File: src/design/bcut_pkg.sv
// bcut_pkg: shared types and constants for the byte/code point translator
// depends on nothing; used by bcut_table, bcut_ctrl and the top level
package bcut_pkg;

  localparam int TABLE_DEPTH = 256;
  localparam int BYTE_SPAN   = 256;
  localparam int IDX_W       = (TABLE_DEPTH > 1) ? $clog2(TABLE_DEPTH) : 1;
  localparam int BYTE_W      = 8;
  localparam int CODE_W      = 21;
  localparam int PREFIX_W    = 9;
  localparam int OP_W        = 2;

  localparam logic [PREFIX_W-1:0] PREFIX_RESET = PREFIX_W'(128);

  localparam logic [OP_W-1:0] OP_LOAD = 2'd0;
  localparam logic [OP_W-1:0] OP_FWD  = 2'd1;
  localparam logic [OP_W-1:0] OP_REV  = 2'd2;

  typedef struct packed {
    logic [OP_W-1:0]   op;
    logic [BYTE_W-1:0] byte_code;
    logic [CODE_W-1:0] code_point;
  } bcut_item_t;

  typedef struct packed {
    logic [CODE_W-1:0] result_code;
    logic              unmapped;
  } bcut_result_t;

  typedef struct packed {
    logic              wr_en;
    logic              rd_en;
    logic [IDX_W-1:0]  addr;
    logic [CODE_W-1:0] wr_data;
  } bcut_mem_req_t;

  typedef struct packed {
    logic [CODE_W-1:0] rd_data;
    logic              rd_valid;
  } bcut_mem_rsp_t;

  typedef enum logic [1:0] {
    ST_IDLE,
    ST_FWD,
    ST_SCAN
  } bcut_state_t;

endpackage

File: src/design/bcut_ctrl.sv
// bcut_ctrl: command sequencer for load, forward lookup and reverse table scan
// depends on bcut_pkg; drives bcut_table through its request struct
module bcut_ctrl (
  input  logic                    clk,
  input  logic                    rst,
  input  logic                    start,
  input  bcut_pkg::bcut_item_t    item,
  input  logic [bcut_pkg::PREFIX_W-1:0] eff_prefix,
  output logic                    busy,
  output logic                    done,
  output bcut_pkg::bcut_result_t  result,
  output bcut_pkg::bcut_mem_req_t mem_req,
  input  bcut_pkg::bcut_mem_rsp_t mem_rsp
);
  import bcut_pkg::*;

  localparam logic [IDX_W-1:0]    LAST_IDX  = IDX_W'(TABLE_DEPTH - 1);
  localparam logic [PREFIX_W-1:0] DEPTH_PFX = PREFIX_W'(TABLE_DEPTH);

  bcut_state_t       state, state_next;
  logic [IDX_W-1:0]  scan_idx, scan_idx_next;
  logic [CODE_W-1:0] cp_reg;
  logic              done_next;
  bcut_result_t      result_next;
  logic              accept;
  logic              byte_in_table;
  logic              byte_in_prefix;
  logic              cp_in_prefix;

  assign accept         = start && !busy;
  assign busy           = (state != ST_IDLE);
  assign byte_in_table  = ({1'b0, item.byte_code} < DEPTH_PFX);
  assign byte_in_prefix = ({1'b0, item.byte_code} < eff_prefix);
  assign cp_in_prefix   = (item.code_point < CODE_W'(eff_prefix));

  always_ff @(posedge clk) begin
    if (rst) begin
      state <= ST_IDLE;
      done  <= 1'b0;
    end else begin
      state <= state_next;
      done  <= done_next;
    end
  end

  always_ff @(posedge clk) begin
    scan_idx <= scan_idx_next;
    result   <= result_next;
    if (accept) begin
      cp_reg <= item.code_point;
    end
  end

  always_comb begin
    state_next          = state;
    scan_idx_next       = scan_idx;
    done_next           = 1'b0;
    result_next         = '0;
    mem_req             = '0;
    mem_req.wr_data     = item.code_point;
    unique case (state)
      ST_IDLE: begin
        if (accept) begin
          unique case (item.op)
            OP_LOAD: begin
              done_next     = 1'b1;
              mem_req.wr_en = byte_in_table;
              mem_req.addr  = item.byte_code[IDX_W-1:0];
            end
            OP_FWD: begin
              if (byte_in_prefix) begin
                done_next               = 1'b1;
                result_next.result_code = {{(CODE_W-BYTE_W){1'b0}}, item.byte_code};
              end else if (!byte_in_table) begin
                done_next            = 1'b1;
                result_next.unmapped = 1'b1;
              end else begin
                mem_req.rd_en = 1'b1;
                mem_req.addr  = item.byte_code[IDX_W-1:0];
                state_next    = ST_FWD;
              end
            end
            OP_REV: begin
              if (cp_in_prefix) begin
                done_next               = 1'b1;
                result_next.result_code = item.code_point;
              end else if (eff_prefix >= DEPTH_PFX) begin
                done_next            = 1'b1;
                result_next.unmapped = 1'b1;
              end else begin
                // first read at the prefix, then one entry per cycle
                mem_req.rd_en = 1'b1;
                mem_req.addr  = eff_prefix[IDX_W-1:0];
                scan_idx_next = eff_prefix[IDX_W-1:0];
                state_next    = ST_SCAN;
              end
            end
            default: begin
              done_next = 1'b1;
            end
          endcase
        end
      end
      ST_FWD: begin
        done_next  = 1'b1;
        state_next = ST_IDLE;
        if (mem_rsp.rd_valid) begin
          result_next.result_code = mem_rsp.rd_data;
        end else begin
          result_next.unmapped = 1'b1;
        end
      end
      ST_SCAN: begin
        // scan_idx names the entry whose read data is on mem_rsp now
        if (mem_rsp.rd_valid && (mem_rsp.rd_data == cp_reg)) begin
          done_next               = 1'b1;
          result_next.result_code = {{(CODE_W-IDX_W){1'b0}}, scan_idx};
          state_next              = ST_IDLE;
        end else if (scan_idx == LAST_IDX) begin
          done_next            = 1'b1;
          result_next.unmapped = 1'b1;
          state_next           = ST_IDLE;
        end else begin
          mem_req.rd_en = 1'b1;
          mem_req.addr  = scan_idx + IDX_W'(1);
          scan_idx_next = scan_idx + IDX_W'(1);
        end
      end
      default: begin
        state_next = ST_IDLE;
      end
    endcase
  end

  a_quiet_ops: assert property (@(posedge clk) disable iff (rst)
    (accept && item.op != OP_FWD && item.op != OP_REV)
      |=> (done && !result.unmapped && result.result_code == '0))
    else $error("load or unused op did not give a zero beat");

  a_miss_zero: assert property (@(posedge clk) disable iff (rst)
    (done && result.unmapped) |-> (result.result_code == '0))
    else $error("miss beat carries a nonzero code");

  a_fwd_one: assert property (@(posedge clk) disable iff (rst)
    (state == ST_FWD) |=> (done && state == ST_IDLE))
    else $error("forward lookup did not finish after one read");

  a_done_cause: assert property (@(posedge clk) disable iff (rst)
    done |-> (($past(start) && !$past(busy)) || $past(state) != ST_IDLE))
    else $error("result beat without an accepted item");

  a_scan_write: assert property (@(posedge clk) disable iff (rst)
    busy |-> !mem_req.wr_en)
    else $error("table written during a lookup");

endmodule

File: config.mk
export PLATFORM = sky130hd
export DESIGN_NAME = bcut_ctrl
export DESIGN_NICKNAME = d
export VERILOG_FILES = /design/src/design/bcut_pkg.sv /design/src/design/bcut_ctrl.sv
export SDC_FILE = /design/constraint.sdc
export NUM_CORES = 1
export LEC_CHECK = 0
export ABC_AREA = 1
export BUFFER_PORTS_ARGS = -buffer_cell sky130_fd_sc_hd__buf_2
export CAP_MARGIN = 20
export CORE_AREA = 2 2 93 95
export DETAILED_ROUTE_END_ITERATION = 10
export DIE_AREA = 0 0 95 97
export GPL_TIMING_DRIVEN = 0
export PLACE_DENSITY = 0.76
export SLEW_MARGIN = 15
export SYNTH_ARGS = -nofsm -noshare
export SYNTH_HDL_FRONTEND = slang
export SYNTH_SLANG_ARGS = --single-unit
File: constraint.sdc
create_clock -name clk -period 2 [get_ports clk]
set_input_delay 0.1 -clock clk [delete_from_list [all_inputs] [get_ports clk]]
set_output_delay 0.1 -clock clk [all_outputs]
set_load 0.05 [all_outputs]
==> summary.md, run 1 <==
| Metric | Value |
|---|---|
| Root buffer cell | `clkbuf_8` |
| Crit path largest cell delay | `about 0.43 ns` |
| # H-tree levels | `2` |
| Req. time, crit path | `between 1.5 and 2 ns` |
| Detailed-route via count | `a little under 4,000` |
| GRT Residual Overflow | `0` |
| WL final | `roughly 11,000 um` |
| Max-slew violations | `0` |
| VDD IR max | `0.000481 V` |
| Net Count, Synth | `between 600 and 700` |
| DR iter-0 viols | `236` |
| RSZ-0062 raised after global routing | `yes` |
| Post-route core utilization | `0.625` |
| Fin cells | `between 700 and 800` |
| Worst path slowest cell | `edfxtp_1` |
| Reg-to-Reg Start | `scan_idx[1]$_DFFE_PP_` |
| Reg2Reg Depth | `7` |
| Layout area overhead | `35.8%` |
| Syn Inst Count | `roughly 530` |
| Pwr per Cell Area | `about 670 mW/mm^2` |
| Max FFs per register | `22` |
| Worst Path Buf+Inv | `2` |
| Worst R2R Setup Slack | `-0.01 ns` |
| Largest net degree at the start of global routing | `18` |
| Total Power | `approximately 3.4 mW` |
| Layout Nets | `774` |
| Crit-path cells | `ha_4, nand4_1, nor3_2, nand2_2, buf_4, nand3_4, nand2_2, buf_8` |
| Crit path max-delay family | `simple AND/OR/NAND/NOR gates` |
| Core ar. | `around 0.008 mm^2` |
| Worst EP arrival | `a little under 2 ns` |
| Startpoint Class | `flip-flop` |
| # setup viols final | `17` |
| Synthesized cell area | `between 0.003 and 0.004 mm^2` |
| First-pass GRT wire length | `around 17,000 um` |
| Port-buffer cells | `around 120` |
| Vias in the first global route | `between 3,000 and 4,000` |
| Worst Skew | `~0.014 ns` |
| CTS tree | `done` |
| Critical Path Fanout Max | `4` |
| Hold path depth | `3` |
| Status | `finished, violations left` |
| Residual DRC count | `0` |
| Synth unique cells | `34` |
| Initial antenna violation count | `0` |
| Share of layout cells above drive strength 1 | `0.339` |
| DP HPWL | `8640 um` |
| Max-cap violations | `0` |
| Hold EP | `result[15]$_DFF_P_` |
| Worst-margin pin slew | `~0.7 ns` |
| Failing checks | `negative setup slack` |
| Final hold vios | `0` |
| #FFs+latches synth | `54` |
| Fillers | `between 700 and 800` |
| TritonCTS buffer count | `5` |
| Most frequent cells in the layout | `nand2_1 (166), buf_2 (110), inv_1 (78)` |
| Top cell type's share of synthesized area | `0.233` |
| Rows | `33` |
| Avg Synthesized Cell Area | `7.04 um^2` |
| HP Start | `mem_rsp[15]` |
| Gpl congestion | `about 0.94` |
| Setup Crit Path Kind | `flip-flop to output pin` |
| Hold Crit Class | `input pin to flip-flop` |
| Clock slew seen by the registers of the worst setup and hold paths | `between 0.1 and 0.15 ns` |
| Critical Path End Type | `output pin` |
| Post-synthesis sequential area ratio | `0.366` |
| Die Wd | `between 90 and 100 um` |
| All-Layer GR Usage | `0.239` |
| Final worst slack | `-0.0914 ns` |
| Most common cell after layout, fill and taps aside | `nand2_1` |
| Ys Warns | `0` |
| I/O pin cnt | `120` |
| Max frequency | `around 480 MHz` |
| Slew HR | `0.545` |
| Placed Cells incl. Taps | `approximately 760` |
| Post-layout min period | `approximately 2.1 ns` |
| N_diodes | `0` |
| Yosys top cell by area | `edfxtp_1` |
| CP most frequent cell | `nand2_2` |
| Vias per Instance | `slightly below 5` |
| Clock Sinks | `54` |
| Leak | `2.72 nW` |
| First-pass DRT Iterations | `5` |
| Clk buf depth | `2` |
| Die Area | `0.00922 mm^2` |
| RR Endpoint | `scan_idx[0]$_DFFE_PP_` |
| DIE HEIGHT | `roughly 97 um` |
| Clk Latency, worst-skew pair | `~0.32 ns` |
| Routed len/inst | `around 14 um` |
| Initial Utilization | `0.460` |
| Synth area leaders | `edfxtp_1 (23%), nand2_1 (18%), dfxtp_1 (13%)` |
| Tcrit/Tclk final | `1.05` |
| ANT nets after route | `0` |
## power breakdown
part / internal, mW / switching (mW) / total (mW)
Combinational: 0.444 / 0.846 / 1.29
Sequential: 1.29 / 0.0594 / 1.35
Clock: 0.376 / 0.385 / 0.761
Total: 2.11 / 1.29 / 3.40
## stage by stage
| stage | hold WS (ns) | setup TNS (ns) | worst slack, ns | cell area [um^2] |
|---|---|---|---|---|
| 2_1_floorplan | 0.169 | -0.00240 | -0.00240 | 3760 |
| 5_1_grt | 0.0152 | -2.31 | -0.159 | 5080 |
| 4_1_cts | 0.000808 | -0.0182 | -0.0182 | 4900 |
| 3_3_place_gp | 0.304 | -4.37 | -0.290 | 4490 |
| 6_report | 0.00764 | -0.516 | -0.0914 | 5080 |
| 3_5_place_dp | 0.310 | -4.81 | -0.331 | 4490 |
## worst max path at each step
stage / start / to / slack, ns / depth (start not counted)
after global routing: scan_idx[0]$_DFFE_PP_ / mem_req[29] / -0.16 / 8
after floorplan: state[0]$_SDFFE_PP0P_ / mem_req[21] / -0.002 / 7
after CTS: scan_idx[1]$_DFFE_PP_ / mem_req[26] / -0.02 / 9
after detailed placement: state[0]$_SDFFE_PP0P_ / mem_req[26] / -0.33 / 8
final: scan_idx[0]$_DFFE_PP_ / mem_req[29] / -0.09 / 8
after global placement: state[0]$_SDFFE_PP0P_ / mem_req[26] / -0.29 / 8
## layer usage
metal,global-route usage,share of wire
met5,0,0
met4,0.0658,0.013
met2,0.409,0.49
met1,0.317,0.42
met3,0.0280,0.070
## cell usage after synthesis (all sizes together)
cell type and instances:
or2 4, a21oi 7, o21ai 29, buf 22, nand2 182, dfxtp 25, nand3 34, ha 20
nand4 7, clkbuf 3, nand3b 1, nor2 68, edfxtp 29, o22ai 2, o311ai 1, a21boi 1
nor3 5, inv 89, a31oi 1, a21o 1, o21bai 1
## worst register-to-register path: stages, from the launching register on
cell      delay (ns)
edfxtp_1        0.46
ha_4            0.19
nand4_1         0.17
nor3_2          0.09
nand2_2         0.10
buf_4           0.14
nand3_4         0.09
a21oi_2         0.43
## area by class of cell
cell class | count | area (um^2) | area share
tap | 105 | 131 | 0.0258
sequential | 54 | 1370 | 0.270
inverter | 89 | 337 | 0.0662
buffer | 25 | 176 | 0.0347
timing repair buffer | 149 | 945 | 0.186
clock buffer | 5 | 68.8 | 0.0135
multi-input combinational | 365 | 2010 | 0.396
clock inverter | 3 | 43.8 | 0.00861
## logic make-up after synthesis
| kind of cell | Yosys count | share of synthesized area |
|---|---|---|
| buf+inv | 114 | 0.136 |
| flops | 54 | 0.366 |
| fa+ha+maj | 20 | 0.0668 |
| simple gates | 301 | 0.363 |
| compound gates | 43 | 0.0675 |
## repair_timing
action	in CTS	in global routing
endpoints found under the setup margin	18	17
endpoints found under the hold margin	15	1
gates resized for setup	24	37
pin swaps	6	28
setup buffers	10	5
hold buffers	14	1
gates cloned	1	0
(Power assumes the default switching activity.)
==> run 2, diff against run 1 <==
Settings changed: CORE_AREA 2 2 93 95 to 2 2 92 94, CTS_BUF_LIST from default to sky130_fd_sc_hd__clkbuf_4, DIE_AREA 0 0 95 97 to 0 0 94 96, PLACE_DENSITY 0.76 to 0.77.
==> run 2 against run 1 <==
Effect of this change: the run still ends with negative setup slack left; routed wire length increased by 9.6%; hold slack lost 0.0073 ns; largest power group is now combinational cells; sequential power about the same.
==> summary.md, run 2 (same netlist as run 1, synthesis figures left out) <==
| Metric | Value |
|---|---|
| Worst EP arrival | `around 2 ns` |
| Req. time, crit path | `~1.9 ns` |
| TritonCTS buffer count | `5` |
| Core ar. | `0.00805 mm^2` |
| DIE HEIGHT | `between 90 and 100 um` |
| Final worst slack | `-0.131 ns` |
| Vias in the first global route | `3,999` |
| # setup viols final | `9` |
| Hold WS | `0.000364 ns` |
| Max-cap violations | `0` |
| Worst Path Buf+Inv | `3` |
| Routed len/inst | `between 10 and 15 um` |
| Status | `finished, violations left` |
| Setup TNS | `-0.700 ns` |
| Rows | `33` |
| N_diodes | `0` |
| Layout Nets | `approximately 800` |
| Failing checks | `negative setup slack` |
| Clk Latency, worst-skew pair | `roughly 0.4 ns` |
| Tcrit/Tclk final | `1.07` |
| I/O pin cnt | `120` |
| Critical Path Fanout Max | `4` |
| Post-route core utilization | `0.660` |
| Pwr per Cell Area | `~630 mW/mm^2` |
| Clock Sinks | `between 50 and 60` |
| Initial antenna violation count | `0` |
| Leak | `2.81 nW` |
| Clock slew seen by the registers of the worst setup and hold paths | `approximately 0.16 ns` |
| Crit path max-delay family | `simple AND/OR/NAND/NOR gates` |
| Startpoint Class | `flip-flop` |
| Most frequent cells in the layout | `nand2_1 (159), buf_2 (110), inv_1 (80)` |
| Setup Crit Path Kind | `flip-flop to output pin` |
| Root buffer cell | `clkbuf_4` |
| First-pass GRT wire length | `between 15,000 and 20,000 um` |
| GRT Residual Overflow | `0` |
| Max FFs per register | `22` |
| Share of layout cells above drive strength 1 | `0.336` |
| Post-place setup slack | `-0.376 ns` |
| Worst Skew | `about 0.016 ns` |
| Fillers | `between 600 and 700` |
| First-pass DRT Iterations | `7` |
| VDD IR max | `0.000373 V` |
| Layout area overhead | `42.0%` |
| Final hold vios | `0` |
| Most common cell after layout, fill and taps aside | `nand2_1` |
| Slew HR | `0.564` |
| Clk buf depth | `2` |
| Max-slew violations | `0` |
| Largest net degree at the start of global routing | `19` |
| Hold Crit Class | `input pin to flip-flop` |
| RSZ-0062 raised after global routing | `yes` |
| Residual DRC count | `0` |
| Post-layout min period | `~2.1 ns` |
| Crit path largest cell delay | `roughly 0.40 ns` |
| Initial Utilization | `0.465` |
| DP HPWL | `approximately 8500 um` |
| Worst-margin pin slew | `~0.65 ns` |
| Die Area | `approximately 0.009 mm^2` |
| Worst path slowest cell | `edfxtp_1` |
| Crit-path cells | `buf_4, nand3_2, nor2_4, inv_1, o21ai_1, nand3_1, or2_2, nand2_2, buf_8` |
| Detailed-route via count | `just over 4,000` |
| WL final | `roughly 12,000 um` |
| ANT nets after route | `0` |
| Critical Path End Type | `output pin` |
| Max frequency | `about 470 MHz` |
| CTS tree | `done` |
| All-Layer GR Usage | `0.265` |
| Port-buffer cells | `about 120` |
| DR iter-0 viols | `roughly 250` |
| Die Wd | `about 94 um` |
| # H-tree levels | `2` |
| Gpl congestion | `about 0.94` |
| Vias per Instance | `~5` |
run 2: timing repair:
action	CTS	global route
pin swaps	12	22
endpoints found under the hold margin	44	0
setup buffers	12	4
setup endpoints to repair	18	10
gates resized for setup	34	29
hold buffers	42	0
gates cloned	1	0
run 2: final timing paths:
| check | start | endpoint | slack, ns | depth (start not counted) |
|---|---|---|---|---|
| max | scan_idx[0]$_DFFE_PP_ | mem_req[26] | -0.13 | 9 |
| min | mem_rsp[6] | result[6]$_DFF_P_ | 0.0004 | 3 |
| max reg2reg | cp_reg[17]$_DFFE_PP_ | scan_idx[1]$_DFFE_PP_ | 0.17 | 10 |
| min reg2reg | scan_idx[6]$_DFFE_PP_ | result[7]$_DFF_P_ | 0.55 | 2 |
run 2: final cells by class:
type | count | area, um^2 | area share
multi-input cells | 365 | 2000 | 0.376
clock inverters | 3 | 48.8 | 0.00918
well taps | 105 | 131 | 0.0247
flip-flops and latches | 54 | 1370 | 0.258
repair buffers | 177 | 1210 | 0.228
clock buffers | 5 | 37.5 | 0.00706
plain buffers | 25 | 178 | 0.0334
inverters | 89 | 337 | 0.0633
run 2: power by group:
| group | internal [mW] | switching [mW] |
|---|---|---|
| registers | 1.29 | 0.0583 |
| logic | 0.481 | 0.888 |
| clock network | 0.272 | 0.380 |
| total | 2.05 | 1.33 |
run 2: worst reg2reg max path: cells and delay by family, from the launching register on:
family,cells,cell delay [ns]
AND/OR/NAND/NOR,7,0.52
flip-flops,1,0.46
AO/OA/AOI/OAI,1,0.32
buffers and inverters,2,0.22
run 2: stage by stage:
stage          instances  power (mW)  area (um^2)
2_1_floorplan        532        2.17         3760
3_3_place_gp         756        2.46         4490
3_5_place_dp         756        2.48         4490
4_1_cts              819        3.30         5200
5_1_grt              823        3.53         5320
6_report             823        3.37         5320
run 2: per-layer routing:
metal  track usage  wire length (um)
met5             0                 0
met4         0.115               412
met3        0.0352               880
met2         0.466              5760
met1         0.326              4780
